## config.mk

```make
export PLATFORM = sky130hd
export DESIGN_NAME = linear_interp_resampler_core
export DESIGN_NICKNAME = d
export VERILOG_FILES = /design/src/design/lirs_pkg.sv /design/src/design/lirs_useq.sv /design/src/design/linear_interp_resampler_core.sv
export SDC_FILE = /design/constraint.sdc
export NUM_CORES = 2
export LEC_CHECK = 0
export BUFFER_PORTS_ARGS = -buffer_cell sky130_fd_sc_hd__buf_2
export CAP_MARGIN = 10
export CORE_MARGIN = 3
export CORE_UTILIZATION = 30
export DETAILED_ROUTE_END_ITERATION = 16
export PLACE_DENSITY_LB_ADDON = 0.1
export SETUP_SLACK_MARGIN = 0.15
export SKIP_LAST_GASP = 1
export SYNTH_ARGS = -nofsm -noshare
export SYNTH_HDL_FRONTEND = slang
export SYNTH_SLANG_ARGS = --single-unit
```

## constraint.sdc

```tcl
create_clock -name i_clk -period 10.39 [get_ports i_clk]
set_input_delay 1.5585 -clock i_clk [delete_from_list [all_inputs] [get_ports i_clk]]
set_output_delay 1.5585 -clock i_clk [all_outputs]
set_load 0.05 [all_outputs]
```

## src/design/lirs_pkg.sv

```systemverilog
// ----------------------------------------------------------------------------
// lirs_pkg - linear interpolation resampler shared definitions
// Widths, register indexes, sequencer types and the control program ROM.
// ----------------------------------------------------------------------------
package lirs_pkg;

    // default parameter values
    localparam int SAMPLE_BITS_DEF  = 16;
    localparam int MAX_UPSAMPLE_DEF = 8;
    localparam int MAX_CLIP_DEF     = 65536;

    // fixed register widths
    localparam int RATE_W     = 18;
    localparam int CLIP_W     = 17;
    localparam int CFG_IDX_W  = 2;
    localparam int CFG_DATA_W = 18;

    localparam logic [RATE_W-1:0] SOURCE_RATE_RST = 18'd48000;
    localparam logic [RATE_W-1:0] TARGET_RATE_RST = 18'd48000;
    localparam logic [CLIP_W-1:0] CLIP_LENGTH_RST = 17'd1;

    typedef enum logic [CFG_IDX_W-1:0] {
        REG_SOURCE_RATE = 2'd0,
        REG_TARGET_RATE = 2'd1,
        REG_CLIP_LENGTH = 2'd2
    } t_reg_idx;

    typedef enum logic [1:0] {
        MODE_INTERP,
        MODE_PASS,
        MODE_ERR
    } t_mode;

    // datapath operations, one per control word
    typedef enum logic [3:0] {
        OP_NOP,
        OP_RESTART,
        OP_LD_TOTAL,
        OP_DIV_STEP,
        OP_SAVE_TOTAL,
        OP_LD_STEP,
        OP_SAVE_STEP,
        OP_TAKE_IN,
        OP_EMIT_PASS,
        OP_FINISH,
        OP_CHECK,
        OP_LD_INTERP,
        OP_EMIT_INTERP
    } t_op;

    // jump conditions
    typedef enum logic [2:0] {
        C_NEXT,
        C_ALWAYS,
        C_NOT_INTERP,
        C_INTERP,
        C_CNT_MORE,
        C_LOOP_DONE
    } t_cond;

    localparam int UPC_W = 4;
    typedef logic [UPC_W-1:0] t_upc;

    // program addresses
    localparam t_upc A_SETUP  = 4'd0;
    localparam t_upc A_LD_TOT = 4'd1;
    localparam t_upc A_DIV_T  = 4'd2;
    localparam t_upc A_SV_TOT = 4'd3;
    localparam t_upc A_LD_STP = 4'd4;
    localparam t_upc A_DIV_S  = 4'd5;
    localparam t_upc A_SV_STP = 4'd6;
    localparam t_upc A_IDLE   = 4'd7;
    localparam t_upc A_PASS   = 4'd8;
    localparam t_upc A_FINISH = 4'd9;
    localparam t_upc A_CHECK  = 4'd10;
    localparam t_upc A_LD_INT = 4'd11;
    localparam t_upc A_DIV_I  = 4'd12;
    localparam t_upc A_EMIT_I = 4'd13;

    typedef struct packed {
        t_op   op;
        t_cond cond;
        logic  wait_in;   // hold until an input item is accepted
        logic  wait_out;  // hold until the output register is free
        t_upc  target;
    } t_uword;

    // datapath status seen by the sequencer
    typedef struct packed {
        logic restart;
        logic in_valid;
        logic out_free;
        logic interp;
        logic cnt_more;
        logic loop_done;
    } t_seq_stat;

    // sequencer commands to the datapath
    typedef struct packed {
        t_op  op;
        logic in_ready;
    } t_seq_ctrl;

    function automatic t_uword uw(input t_op op, input t_cond cond, input logic wi,
                                  input logic wo, input t_upc tgt);
        t_uword w;
        w.op       = op;
        w.cond     = cond;
        w.wait_in  = wi;
        w.wait_out = wo;
        w.target   = tgt;
        return w;
    endfunction

    // control program
    function automatic t_uword ucode(input t_upc addr);
        t_uword w;
        unique case (addr)
            // setup after reset or a register write
            A_SETUP:  w = uw(OP_RESTART,     C_NOT_INTERP, 1'b0, 1'b0, A_IDLE);
            A_LD_TOT: w = uw(OP_LD_TOTAL,    C_NEXT,       1'b0, 1'b0, A_SETUP);
            A_DIV_T:  w = uw(OP_DIV_STEP,    C_CNT_MORE,   1'b0, 1'b0, A_DIV_T);
            A_SV_TOT: w = uw(OP_SAVE_TOTAL,  C_NEXT,       1'b0, 1'b0, A_SETUP);
            A_LD_STP: w = uw(OP_LD_STEP,     C_NEXT,       1'b0, 1'b0, A_SETUP);
            A_DIV_S:  w = uw(OP_DIV_STEP,    C_CNT_MORE,   1'b0, 1'b0, A_DIV_S);
            A_SV_STP: w = uw(OP_SAVE_STEP,   C_NEXT,       1'b0, 1'b0, A_SETUP);
            // item intake and pass-through
            A_IDLE:   w = uw(OP_TAKE_IN,     C_INTERP,     1'b1, 1'b0, A_CHECK);
            A_PASS:   w = uw(OP_EMIT_PASS,   C_NEXT,       1'b0, 1'b1, A_SETUP);
            A_FINISH: w = uw(OP_FINISH,      C_ALWAYS,     1'b0, 1'b0, A_IDLE);
            // interpolation loop
            A_CHECK:  w = uw(OP_CHECK,       C_LOOP_DONE,  1'b0, 1'b0, A_FINISH);
            A_LD_INT: w = uw(OP_LD_INTERP,   C_NEXT,       1'b0, 1'b0, A_SETUP);
            A_DIV_I:  w = uw(OP_DIV_STEP,    C_CNT_MORE,   1'b0, 1'b0, A_DIV_I);
            A_EMIT_I: w = uw(OP_EMIT_INTERP, C_ALWAYS,     1'b0, 1'b1, A_CHECK);
            default:  w = uw(OP_NOP,         C_ALWAYS,     1'b0, 1'b0, A_IDLE);
        endcase
        return w;
    endfunction

endpackage

```

## src/design/lirs_useq.sv

```systemverilog
// ----------------------------------------------------------------------------
// lirs_useq - control sequencer
// Step counter over the control ROM, with hold on handshakes and jumps.
// ----------------------------------------------------------------------------
module lirs_useq (
    input  logic                i_clk,
    input  logic                i_rst_n,
    input  lirs_pkg::t_seq_stat i_stat,
    output lirs_pkg::t_seq_ctrl o_ctrl
);

    lirs_pkg::t_upc   r_upc;
    lirs_pkg::t_upc   n_upc;
    lirs_pkg::t_uword w_word;
    logic             w_hold;
    logic             w_jump;

    assign w_word = lirs_pkg::ucode(r_upc);

    // stay on this word until the handshake it waits for goes through
    assign w_hold = (w_word.wait_in & ~i_stat.in_valid) |
                    (w_word.wait_out & ~i_stat.out_free);

    // jump condition
    always_comb begin
        unique case (w_word.cond)
            lirs_pkg::C_NEXT:       w_jump = 1'b0;
            lirs_pkg::C_ALWAYS:     w_jump = 1'b1;
            lirs_pkg::C_NOT_INTERP: w_jump = ~i_stat.interp;
            lirs_pkg::C_INTERP:     w_jump = i_stat.interp;
            lirs_pkg::C_CNT_MORE:   w_jump = i_stat.cnt_more;
            lirs_pkg::C_LOOP_DONE:  w_jump = i_stat.loop_done;
            default:                w_jump = 1'b0;
        endcase
    end

    // next step
    always_comb begin
        priority if (i_stat.restart) begin
            n_upc = lirs_pkg::A_SETUP;
        end else if (w_hold) begin
            n_upc = r_upc;
        end else if (w_jump) begin
            n_upc = w_word.target;
        end else begin
            n_upc = r_upc + lirs_pkg::t_upc'(1);
        end
    end

    always_ff @(posedge i_clk) begin
        if (!i_rst_n) begin
            r_upc <= lirs_pkg::A_SETUP;
        end else begin
            r_upc <= n_upc;
        end
    end

    assign o_ctrl.op       = w_hold ? lirs_pkg::OP_NOP : w_word.op;
    assign o_ctrl.in_ready = w_word.wait_in;

endmodule

```

## src/design/linear_interp_resampler_core.sv

```systemverilog
// ----------------------------------------------------------------------------
// linear_interp_resampler_core - linear interpolation sample rate converter
// Resamples one clip of signed samples from source_rate to target_rate.
// ----------------------------------------------------------------------------
// A clip of clip_length samples is streamed in and round(clip_length *
// target_rate / source_rate) samples come out, each interpolated between the
// two source samples around its exact position. Equal or zero rates pass each
// sample through; upsampling beyond MAX_UPSAMPLE passes through with
// rate_error set. A small control program steps a shared restoring divider,
// one quotient bit per cycle. After reset or any register write the block
// runs a setup computing the output count and position step (a bare restart
// in pass-through), and takes no item meanwhile. Each item is taken, then
// emitted in pass-through, or when interpolating run through the divider and
// emitted once for every output it releases, and finished before the next
// item is taken; an emit waits while the output register is stalled.
// ----------------------------------------------------------------------------
module linear_interp_resampler_core #(
    parameter int SAMPLE_BITS  = lirs_pkg::SAMPLE_BITS_DEF,
    parameter int MAX_UPSAMPLE = lirs_pkg::MAX_UPSAMPLE_DEF,
    parameter int MAX_CLIP     = lirs_pkg::MAX_CLIP_DEF
) (
    input  logic                              i_clk,
    input  logic                              i_rst_n,
    // register writes
    input  logic                              i_cfg_we,
    input  logic [lirs_pkg::CFG_IDX_W-1:0]    i_cfg_idx,
    input  logic [lirs_pkg::CFG_DATA_W-1:0]   i_cfg_data,
    // input samples
    input  logic                              i_in_valid,
    output logic                              o_in_stall,
    input  logic signed [SAMPLE_BITS-1:0]     i_sample_in,
    // output samples
    output logic                              o_out_valid,
    input  logic                              i_out_stall,
    output logic signed [SAMPLE_BITS-1:0]     o_sample_out,
    output logic                              o_clip_end,
    output logic                              o_rate_error
);

    localparam int SB       = SAMPLE_BITS;
    localparam int RATE_W   = lirs_pkg::RATE_W;
    localparam int CLIP_W   = lirs_pkg::CLIP_W;
    localparam int CLIP_CAP = (MAX_CLIP < 2**CLIP_W) ? MAX_CLIP : 2**CLIP_W - 1;
    localparam int TOT_W    = $clog2(MAX_UPSAMPLE * CLIP_CAP + 1);
    localparam int QW0      = (TOT_W > RATE_W) ? TOT_W : RATE_W;
    localparam int QW       = (QW0 > SB + 1) ? QW0 : SB + 1;
    localparam int DSR_W    = RATE_W + 1;
    localparam int ACC_A    = DSR_W + QW;
    localparam int ACC_B    = CLIP_W + RATE_W + 1;
    localparam int ACC_W    = (ACC_A > ACC_B) ? ACC_A : ACC_B;
    localparam int CNT_W    = $clog2(QW);
    localparam int IDX_W    = ((CLIP_W > RATE_W) ? CLIP_W : RATE_W) + 1;
    localparam int NUM_W    = SB + RATE_W + 2;
    localparam int PROD_W   = CLIP_W + RATE_W;
    localparam int MU_BITS  = $clog2(MAX_UPSAMPLE + 1);
    localparam int LIM_W    = RATE_W + MU_BITS;
    localparam int MCLIP_W  = $clog2(MAX_CLIP + 1);
    localparam int CCMP_W   = (MCLIP_W > CLIP_W) ? MCLIP_W : CLIP_W;

    // configuration registers
    logic [RATE_W-1:0] r_src;
    logic [RATE_W-1:0] r_to;
    logic [CLIP_W-1:0] r_len;

    // clip state
    logic [TOT_W-1:0]  r_total;
    logic [RATE_W-1:0] r_whole;
    logic [RATE_W-1:0] r_frac;
    logic [CLIP_W-1:0] r_in_pos;
    logic [TOT_W-1:0]  r_opos;
    logic [IDX_W-1:0]  r_index;
    logic [RATE_W-1:0] r_rem;
    logic signed [SB-1:0] r_prev;

    // working registers
    logic [PROD_W-1:0]       r_prod;
    logic signed [SB-1:0]    r_cur;
    logic                    r_last;
    logic signed [SB-1:0]    r_s0;
    logic signed [NUM_W-1:0] r_num;
    logic [ACC_W-1:0]        r_acc;
    logic [ACC_W-1:0]        r_dsh;
    logic [QW-1:0]           r_quo;
    logic [CNT_W-1:0]        r_cnt;

    // output register
    logic                 r_out_valid;
    logic signed [SB-1:0] r_out_sample;
    logic                 r_out_end;
    logic                 r_out_err;

    lirs_pkg::t_seq_stat w_stat;
    lirs_pkg::t_seq_ctrl w_ctrl;

    lirs_pkg::t_mode      w_mode;
    logic [LIM_W-1:0]     w_src_lim;
    logic [CLIP_W-1:0]    w_clip_eff;
    logic                 w_last;
    logic                 w_more;
    logic [IDX_W-1:0]     w_k_ext;
    logic signed [SB-1:0] w_s0;
    logic signed [SB:0]   w_diff;
    logic [ACC_W-1:0]     w_dvd_interp;
    logic                 w_ge;
    logic [RATE_W:0]      w_rem_sum;
    logic                 w_wrap;
    logic [SB-1:0]        w_interp;
    logic                 w_cfg_hit;
    logic                 w_out_free;

    // operating mode from the rate registers
    assign w_src_lim = LIM_W'(r_src) * LIM_W'(MAX_UPSAMPLE);
    always_comb begin
        priority if (r_src == '0 || r_to == '0 || r_src == r_to) begin
            w_mode = lirs_pkg::MODE_PASS;
        end else if (LIM_W'(r_to) > w_src_lim) begin
            w_mode = lirs_pkg::MODE_ERR;
        end else begin
            w_mode = lirs_pkg::MODE_INTERP;
        end
    end

    // effective clip length: zero counts as one, long clips saturate
    always_comb begin
        priority if (r_len == '0) begin
            w_clip_eff = CLIP_W'(1);
        end else if (CCMP_W'(r_len) > CCMP_W'(MAX_CLIP)) begin
            w_clip_eff = CLIP_W'(MAX_CLIP);
        end else begin
            w_clip_eff = r_len;
        end
    end

    assign w_last = (CLIP_W + 1)'(r_in_pos) + (CLIP_W + 1)'(1) >= (CLIP_W + 1)'(w_clip_eff);

    // output loop: emit while the next position lies inside the samples seen
    assign w_k_ext = IDX_W'(r_in_pos);
    assign w_more  = (r_opos < r_total) &&
                     ((r_index < w_k_ext) || (r_last && (r_index <= w_k_ext)));

    assign w_s0   = (r_index < w_k_ext) ? r_prev : r_cur;
    assign w_diff = (SB + 1)'(r_cur) - (SB + 1)'(w_s0);

    // offset dividend so the floored quotient is never negative
    assign w_dvd_interp = (ACC_W'(r_num) << 1) + ACC_W'(r_to) + (ACC_W'(r_to) << (SB + 1));

    // divider compare
    assign w_ge = r_acc >= r_dsh;

    // position step
    assign w_rem_sum = (RATE_W + 1)'(r_rem) + (RATE_W + 1)'(r_frac);
    assign w_wrap    = w_rem_sum >= (RATE_W + 1)'(r_to);

    // quotient carries an offset of 2^SB, which drops out modulo 2^SB
    assign w_interp = r_s0 + r_quo[SB-1:0];

    assign w_cfg_hit  = i_cfg_we && (i_cfg_idx == lirs_pkg::REG_SOURCE_RATE ||
                                     i_cfg_idx == lirs_pkg::REG_TARGET_RATE ||
                                     i_cfg_idx == lirs_pkg::REG_CLIP_LENGTH);
    assign w_out_free = ~r_out_valid | ~i_out_stall;

    assign w_stat.restart   = w_cfg_hit;
    assign w_stat.in_valid  = i_in_valid;
    assign w_stat.out_free  = w_out_free;
    assign w_stat.interp    = (w_mode == lirs_pkg::MODE_INTERP);
    assign w_stat.cnt_more  = (r_cnt != '0);
    assign w_stat.loop_done = ~w_more;

    lirs_useq u_useq (
        .i_clk   (i_clk),
        .i_rst_n (i_rst_n),
        .i_stat  (w_stat),
        .o_ctrl  (w_ctrl)
    );

    // register writes
    always_ff @(posedge i_clk) begin
        if (!i_rst_n) begin
            r_src <= lirs_pkg::SOURCE_RATE_RST;
            r_to  <= lirs_pkg::TARGET_RATE_RST;
            r_len <= lirs_pkg::CLIP_LENGTH_RST;
        end else if (i_cfg_we) begin
            unique case (i_cfg_idx)
                lirs_pkg::REG_SOURCE_RATE: r_src <= i_cfg_data;
                lirs_pkg::REG_TARGET_RATE: r_to  <= i_cfg_data;
                lirs_pkg::REG_CLIP_LENGTH: r_len <= i_cfg_data[CLIP_W-1:0];
                default: ;
            endcase
        end
    end

    // clip state and output valid
    always_ff @(posedge i_clk) begin
        if (!i_rst_n) begin
            r_total     <= '0;
            r_whole     <= '0;
            r_frac      <= '0;
            r_in_pos    <= '0;
            r_opos      <= '0;
            r_index     <= '0;
            r_rem       <= '0;
            r_prev      <= '0;
            r_out_valid <= 1'b0;
        end else begin
            if (r_out_valid && !i_out_stall) begin
                r_out_valid <= 1'b0;
            end
            unique case (w_ctrl.op)
                lirs_pkg::OP_RESTART: begin
                    r_in_pos <= '0;
                    r_opos   <= '0;
                    r_index  <= '0;
                    r_rem    <= '0;
                    r_whole  <= '0;
                    r_frac   <= '0;
                    r_total  <= TOT_W'(w_clip_eff);
                end
                lirs_pkg::OP_SAVE_TOTAL: r_total <= r_quo[TOT_W-1:0];
                lirs_pkg::OP_SAVE_STEP: begin
                    r_whole <= r_quo[RATE_W-1:0];
                    r_frac  <= r_acc[RATE_W-1:0];
                end
                lirs_pkg::OP_EMIT_PASS: r_out_valid <= 1'b1;
                lirs_pkg::OP_EMIT_INTERP: begin
                    r_out_valid <= 1'b1;
                    r_opos      <= r_opos + TOT_W'(1);
                    r_rem       <= w_wrap ? RATE_W'(w_rem_sum - (RATE_W + 1)'(r_to))
                                          : RATE_W'(w_rem_sum);
                    r_index     <= r_index + IDX_W'(r_whole) + IDX_W'(w_wrap);
                end
                lirs_pkg::OP_FINISH: begin
                    r_prev <= r_cur;
                    if (r_last) begin
                        r_in_pos <= '0;
                        r_opos   <= '0;
                        r_index  <= '0;
                        r_rem    <= '0;
                    end else begin
                        r_in_pos <= r_in_pos + CLIP_W'(1);
                    end
                end
                default: ;
            endcase
        end
    end

    // datapath working registers and output payload
    always_ff @(posedge i_clk) begin
        unique case (w_ctrl.op)
            lirs_pkg::OP_RESTART: r_prod <= PROD_W'(w_clip_eff) * PROD_W'(r_to);
            lirs_pkg::OP_LD_TOTAL: begin
                r_acc <= ACC_W'(r_prod) + ACC_W'(r_src >> 1);
                r_dsh <= ACC_W'(r_src) << (QW - 1);
                r_quo <= '0;
                r_cnt <= CNT_W'(QW - 1);
            end
            lirs_pkg::OP_LD_STEP: begin
                r_acc <= ACC_W'(r_src);
                r_dsh <= ACC_W'(r_to) << (QW - 1);
                r_quo <= '0;
                r_cnt <= CNT_W'(QW - 1);
            end
            lirs_pkg::OP_LD_INTERP: begin
                r_acc <= w_dvd_interp;
                r_dsh <= ACC_W'(r_to) << (SB + 1);
                r_quo <= '0;
                r_cnt <= CNT_W'(SB);
            end
            lirs_pkg::OP_DIV_STEP: begin
                if (w_ge) begin
                    r_acc <= r_acc - r_dsh;
                end
                r_quo <= {r_quo[QW-2:0], w_ge};
                r_dsh <= r_dsh >> 1;
                r_cnt <= r_cnt - CNT_W'(1);
            end
            lirs_pkg::OP_TAKE_IN: begin
                r_cur  <= i_sample_in;
                r_last <= w_last;
            end
            lirs_pkg::OP_CHECK: begin
                r_s0  <= w_s0;
                r_num <= w_diff * $signed({1'b0, r_rem});
            end
            lirs_pkg::OP_EMIT_PASS: begin
                r_out_sample <= r_cur;
                r_out_end    <= r_last;
                r_out_err    <= (w_mode == lirs_pkg::MODE_ERR);
            end
            lirs_pkg::OP_EMIT_INTERP: begin
                r_out_sample <= w_interp;
                r_out_end    <= ((TOT_W + 1)'(r_opos) + (TOT_W + 1)'(1)) ==
                                (TOT_W + 1)'(r_total);
                r_out_err    <= 1'b0;
            end
            default: ;
        endcase
    end

    assign o_in_stall   = ~w_ctrl.in_ready;
    assign o_out_valid  = r_out_valid;
    assign o_sample_out = r_out_sample;
    assign o_clip_end   = r_out_end;
    assign o_rate_error = r_out_err;

endmodule

```

# [After elaboration in Yosys (flattened, before gate mapping)]
# Memory sizes are Yosys's and may differ from the RTL's. A register that Yosys moved wholly into a read port is not among the register bits.
# Index checks and enable logic that the tools add are counted.
# W data, S select, Z words.
[word_totals] register_bits=429 romBits=208 n_memories=1
[memory_table] memory="(no name shown)" depth=16 width=13 read_ports=1 rd_ports_with_merged_regs=1 write_ports=0 line="lirs_pkg.sv:118" rtl="unique case (addr)"
[classes] add_sub_neg=16 multipliers=2 magnitude_cmp=8 n_eq_ne=24 mux=32 n_bitwise=12 n_reduce_logical=34
[ops] cell="$pmux W39 S4" n=2
[ops] cell="$pmux W20 S2" n=2
[ops] cell="$pmux W18 S2" n=2
[ops] cell="$pmux W20 S3" n=1
[ops] cell="$pmux W19 S3" n=1
[ops] cell="$pmux W18 S3" n=1
[ops] cell="$mux W17" n=3
[ops] cell="$add A38 B36 Y39" n=1
[ops] cell="$ge A39 B39 Y1" n=1
[ops] cell="$mux W39" n=1
[ops] cell="$sub A39 B39 Y39" n=1
[ops] cell="$add A37 B19 Y38" n=1
[ops] cell="$add A35 B17 Y36" n=1
[ops] cell="$logic_not A18 Y1" n=2
[ops] cell="$mul A17 B19 Y36" n=1
[ops] cell="$mux W18" n=2
[ops] cell="$mul A17 B18 Y35" n=1
[ops] cell="$pmux W17 S2" n=1
[ops] cell="$pmux W16 S2" n=1
[ops] cell="$add A20 B1 Y21 const B" n=1
[ops] cell="$eq A21 B20 Y1" n=1
[ops] cell="$gt A18 B21 Y1" n=1
[ops] cell="$add A20 B1 Y20 const B" n=1
[ops] cell="$eq A4 B4 Y1 const B" n=5
[ops] cell="other kinds (50)" n=93

# [Depth between registers and ports, before layout]
[logic_depth] depth_word=10 depth_mapped=45 depth_no_buf=43

# [Hierarchy]
# From an unflattened synthesis, not the netlist that was laid out.
[hier_totals] cells_unflattened=5580 area_unflattened_um2=48990.7
[by_module_without_submodules] module="linear_interp_resampler_core" instances=1 cells_each=5454 area_each_um2=47952.2
[by_module_without_submodules] module="lirs_useq" instances=1 cells_each=126 area_each_um2=1038.5

# [Worst setup path before layout]
# No wires, ideal clock.
[synth_timing] path_kind="flip-flop to flip-flop" from="register r_in_pos[4]" to="register r_num[31], data pin" setup_ns=0.263 t_arrival_ns=9.536 setup_slack_ns=0.591 path_stages_with_launch=42 path_buffers=2 period_less_slack_ns=9.799 path_cell_list="dfxtp_1 -> inv_1 -> ha_1 -> a211oi_1 -> nor2_1 -> o31a_1 -> nor3_2 -> clkbuf_1 -> o21ai_0 -> ha_1 -> inv_1 -> a21o_1 -> nand2_1 -> o21a_1 -> a211o_1 -> a32oi_1 -> a41oi_1 -> o21ai_1 -> [6 not listed] -> inv_1 -> fa_1 -> fa_1 -> fa_1 -> inv_1 -> fa_1 -> inv_1 -> ha_1 -> a21o_1 -> a21o_1 -> a21oi_1 -> o21ai_0 -> a22o_1 -> a211oi_1 -> o21ai_0 -> a21o_1 -> a21oi_1 -> xnor2_1"
[synth_between] elab_chain_cells=4
[synth_rtl] element="start, declared" line="linear_interp_resampler_core.sv:69" rtl="logic [CLIP_W-1:0] r_in_pos;"
[synth_rtl] element="start signal, assigned" line="linear_interp_resampler_core.sv:239" rtl="r_in_pos <= r_in_pos + CLIP_W'(1);"
[synth_rtl] element="$lt A19 B17 Y1" line="linear_interp_resampler_core.sv:141" rtl="assign w_s0 = (r_index < w_k_ext) ? r_prev : r_cur;"
[synth_rtl] element="$mux W16" line="linear_interp_resampler_core.sv:141"
[synth_rtl] element="via w_s0[0]" line="linear_interp_resampler_core.sv:101" rtl="logic signed [SB-1:0] w_s0;"
[synth_rtl] element="$sub A16 B16 Y17" line="linear_interp_resampler_core.sv:142" rtl="assign w_diff = (SB + 1)'(r_cur) - (SB + 1)'(w_s0);"
[synth_rtl] element="$mul A17 B19 Y36" line="linear_interp_resampler_core.sv:283" rtl="r_num <= w_diff * $signed({1'b0, r_rem});"
[synth_rtl] element="end signal, assigned" line="linear_interp_resampler_core.sv:283"
[synth_rtl] element="end, declared" line="linear_interp_resampler_core.sv:80" rtl="logic signed [NUM_W-1:0] r_num;"
# The timed path passes the listed nets, and every way through them passes these cells.
# A chain may end at the register's enable or synchronous reset.

# [Worst setup path in the final report]
[layout_timing] from="register r_in_pos[14]" to="register r_num[34], data pin"
# The elaborated chain is that of the path after synthesis.

==> results.md <==
- The run finished with clean final reports.
- The worst setup path is captured at a flip-flop.
- Among all flip-flop cells after synthesis, the most frequent one is edfxtp_1.
- In this design, the stage delay of the slowest critical-path cell is 550 ps.
- The share of total power in sequential cells is 0.322.
- The share of total power in the clock network is 0.259.
- In the final layout, the share of cells above drive strength 1 is 0.0673.
- Tracing the worst setup path back leads to its startpoint at r_in_pos[14].
- The register area is 11,000 um^2.
- The first detailed-routing pass ran for 6 iterations.
- The initial antenna violation count is 3.
- After detailed routing, the number of vias per cell comes to about 5.0.
- The clock tree root driver cell is clkbuf_16.
- Ranked by instance count, the synthesized netlist is headed by nand2_1 (853), inv_1 (825), ha_1 (521).
- For the pin with the worst max-slew slack, the measured transition is 1180 ps.
- The startpoint identified for the worst register-to-register timing path is r_in_pos[14].
- The net count after synthesis is 6,701.
- Global routing finished with a remaining overflow of 0.
- The starting utilization of the core area is 0.302.
- In this run the power density over the cells is approximately 150 nW/um^2.
- Counting every instance in the synthesized netlist gives about 5,700.
- Clock tree synthesis found a total of 440 sinks.
- The share of total power dissipated in combinational logic is 0.419.
- Port buffering added 60 buffers.
- The data arrival time of the worst path is ~10,000 ps.
- The final net count is a little under 7,000.
- The dominant cell by count in the synthesized netlist is nand2_1.
- The origin of the worst min-delay path is r_total[3].
- Dividing the synthesized area by the synthesized cell count gives about 8.7 um^2.
- The critical path class is flip-flop to flip-flop.
- For this design the static power due to leakage is ~0.025 uW.
- In the post-route analysis, the smallest setup slack over all paths is 587 ps.
- The count of max-cap constraint violations is 0.
- The deepest clock path buffer count is 3.
- Clock skew on the completed layout was measured at between 50 and 60 ps.
- The area of combinational cells with multiple inputs is 34,500 um^2.
- The final routed wirelength across all metal layers is roughly 170,000 um.
- The launching element type of the critical path is a flip-flop.
- The initialized floorplan defines 148 standard-cell rows.
- The endpoint of the worst register-to-register path is r_num[34].
- For the worst-skew pair, the clock arrives at the later sink with an insertion delay of slightly below 700 ps.
- The area enclosed by the die boundary is about 170,000 um^2.
- The number of failing hold endpoints at the final stage was 0.
- During I/O placement, the number of pins put on the boundary was 61.
- The synthesis warning total is 0.
- The hold-critical path depth is 2.
- The area share of the leading cell type in the synthesized netlist is 0.198.
- In the final routed layout, each cell accounts on average for about 22 um.
- The top achievable clock speed is ~0.10 GHz.
- The cell that appears most often on the critical path is fa_1.
- Clock tree synthesis inserted a total of 58 buffers.
- The internal power component is around 4700 uW.
- The critical path contains buffers and inverters numbering 6 combined.
- Relative to the synthesized area, the layout overhead comes to 11.1%.
- In the post-synthesis netlist, the biggest area contributors are fa_1 (20%), edfxtp_1 (14%), ha_1 (13%).
- Before CTS, the worst setup slack after placement is roughly 97 ps.
- The worst min-delay path class is flip-flop to flip-flop.
- Counting the fill cells in the layout gives roughly 17,000.
- Entering global routing, the biggest net connects 85 pins.
- Among cell families on the critical path, the largest total delay comes from adder cells.
- The depth of the worst register-to-register path is 38.
- Summed over all failing endpoints, the final setup total negative slack is 0 ps.
- The smallest clock period supported by the final layout is computed as roughly 9800 ps.
- The horizontal extent of the die is slightly above 400 um.
- The floorplan die height is a little over 400 um.
- The count of endpoints failing setup in the final report is 0.
- Setup repair after global routing left no endpoint under its margin.
- The power spent charging and discharging nets is between 3000 and 4000 uW.
- The first global-routing pass estimated ~260,000 um of wire.
- In this run, the number of DRC markers left after iteration 0 of detailed routing was 2,403.
- The detail route stage leaves a number of antenna-violating nets equal to 0.
- The core area is roughly 160,000 um^2.
- The worst voltage drop across the vdd grid is 147 uV.
- The worst pin sits at a relative slew slack of 0.210.
- The internal reg-to-reg setup slack is 590 ps.
- The number of flops mapped to enable cells by yosys is between 200 and 250.
- The final route contains just under 40,000 vias.
- The synthesized design spends more area on one cell type than any other, namely fa_1.
- The cell at the slowest stage of the critical path is fa_1.
- The total DRC errors in the routed layout is 0.
- Routability-driven placement finished with a final weighted congestion of about 0.86.
- In the synthesized netlist the async set-or-reset flop fraction comes to 0.
- The number of distinct library cell variants in the gate-level netlist after synthesis is 90.
- The number of pins exceeding their max-slew limit in the final report came to 0.
- Of the total power, the share spent switching nets is 0.413.
- The sequential share of the synthesized area is 0.224.
- After clock tree synthesis, the clock-pin slew on the worst setup and hold paths is about 60 ps.
- The all-layer global routing usage is 0.201.
- In the finished design, the share of the clock period the worst path needs comes to 0.944.
- The worst path required time is between 10,000 and 15,000 ps.
- The area of the mapped netlist is slightly below 50,000 um^2.
- The biggest fanout along the worst timing path is 4.
- The wire-length estimate of the detail-placed layout is 133,000 um.
- The via count of the first global-routing pass is roughly 40,000.
- The H-tree depth is 2.
- The TritonCTS clock tree is built.
- In this run, synthesis produced a sequential element count of 440.
- The path with the worst hold slack has its endpoint at r_total[3].
[layer usage]
metal / wire [um] / vias up / part of all wire / global-route usage
li1: - / 18800 / - / -
met1: 82600 / 19900 / 0.48 / 0.289
met2: 78900 / 735 / 0.46 / 0.329
met3: 6180 / 155 / 0.036 / 0.0165
met4: 3580 / 0 / 0.021 / 0.0401
met5: 0 / - / 0 / 0
[cell type report]
type | count | area share
diodes | 1 | 0.0000457
clock buffers | 81 | 0.0297
clock inverters | 29 | 0.00591
inverters | 830 | 0.0568
multi-input cells | 4147 | 0.630
flip-flops and latches | 440 | 0.201
well taps | 2175 | 0.0497
repair buffers | 206 | 0.0263
[cell usage in the layout (no fill, tap or decap), types with 68 or more instances in the layout]
cell type,netlist,final
inv_1,825,825
xor2_1,95,95
xnor2_1,180,176
ha_1,521,520
nand3_1,114,111
fa_1,488,488
a21boi_0,127,126
and3_1,69,68
dfxtp_1,217,216
o21ai_0,202,196
edfxtp_1,223,223
nor2_1,269,263
buf_4,6,141
nand2_1,853,850
nor2b_1,119,119
a21oi_1,231,226
and2_1,137,137
a21o_1,96,96
[cells by family (layout without fill, tap and decap cells)]
group                      count (synthesis)  count (layout)  synth area share
and+or+nand+nor                         1814            1814             0.171
buffers and inverters                   1064            1146            0.0816
AOI/OAI and AO/OA                       1003            1003             0.135
xor gates and xnor gates                 277             277            0.0495
adders and majority gates               1009            1009             0.330
muxes                                     44              44           0.00905
DFF                                      440             440             0.224
other                                      0               1                 0
[state kept, by name, summed over array words and instances, names as in the netlist, 19 cells and up]
signal	count
r_acc	39
r_dsh	37
r_num	36
r_index	19
r_opos	20
r_prod	35
r_quo	20
r_total	20
[how the worst max path moves through the flow]
stage / to / slack [ps] / cells past startpoint
3_5_place_dp: r_num[35] / 100 / 41
6_report: r_num[34] / 590 / 38
4_1_cts: r_num[32] / 170 / 40
3_3_place_gp: r_num[35] / 190 / 41
5_1_grt: r_num[32] / 100 / 40
2_1_floorplan: r_num[31] / 590 / 41
[tightest hold or removal path, delay by kind of cell, from the launching register on]
family	cells	cell delay, ps
DFF	1	310
AOI/OAI and AO/OA	1	60
and+or+nand+nor	1	50
[stage by stage]
step                      utilization  power (uW)  hold slack (ps)  cell area [um^2]  cells
final                           0.336        8060              468             54800   7909
after global routing            0.336        8600              495             54800   7908
after CTS                       0.335        8130              475             54600   7900
after detailed placement        0.323        5970              466             52600   7790
after global placement          0.323        5990              458             52600   7790
after floorplan                     -        4800              443             49300   5651
[power by group through the flow]
| stage | Sequential [uW] | Clock [uW] | Combinational (uW) |
|---|---|---|---|
| global route | 2620 | 2220 | 3760 |
| finish | 2600 | 2090 | 3380 |
| detailed placement | 2620 | 0 | 3350 |
| global placement | 2630 | 0 | 3360 |
| CTS | 2590 | 2160 | 3380 |
| floorplan | 2450 | 0 | 2360 |
[what timing repair did]
item / in CTS / in global routing
buffers inserted: 0 / 8
pin swaps: 0 / 22
hold buffers: 0 / 0
resized for setup: 2 / 33
setup endpoints to repair: 6 / 15
No activity file was read; power rests on OpenSTA's default activity.
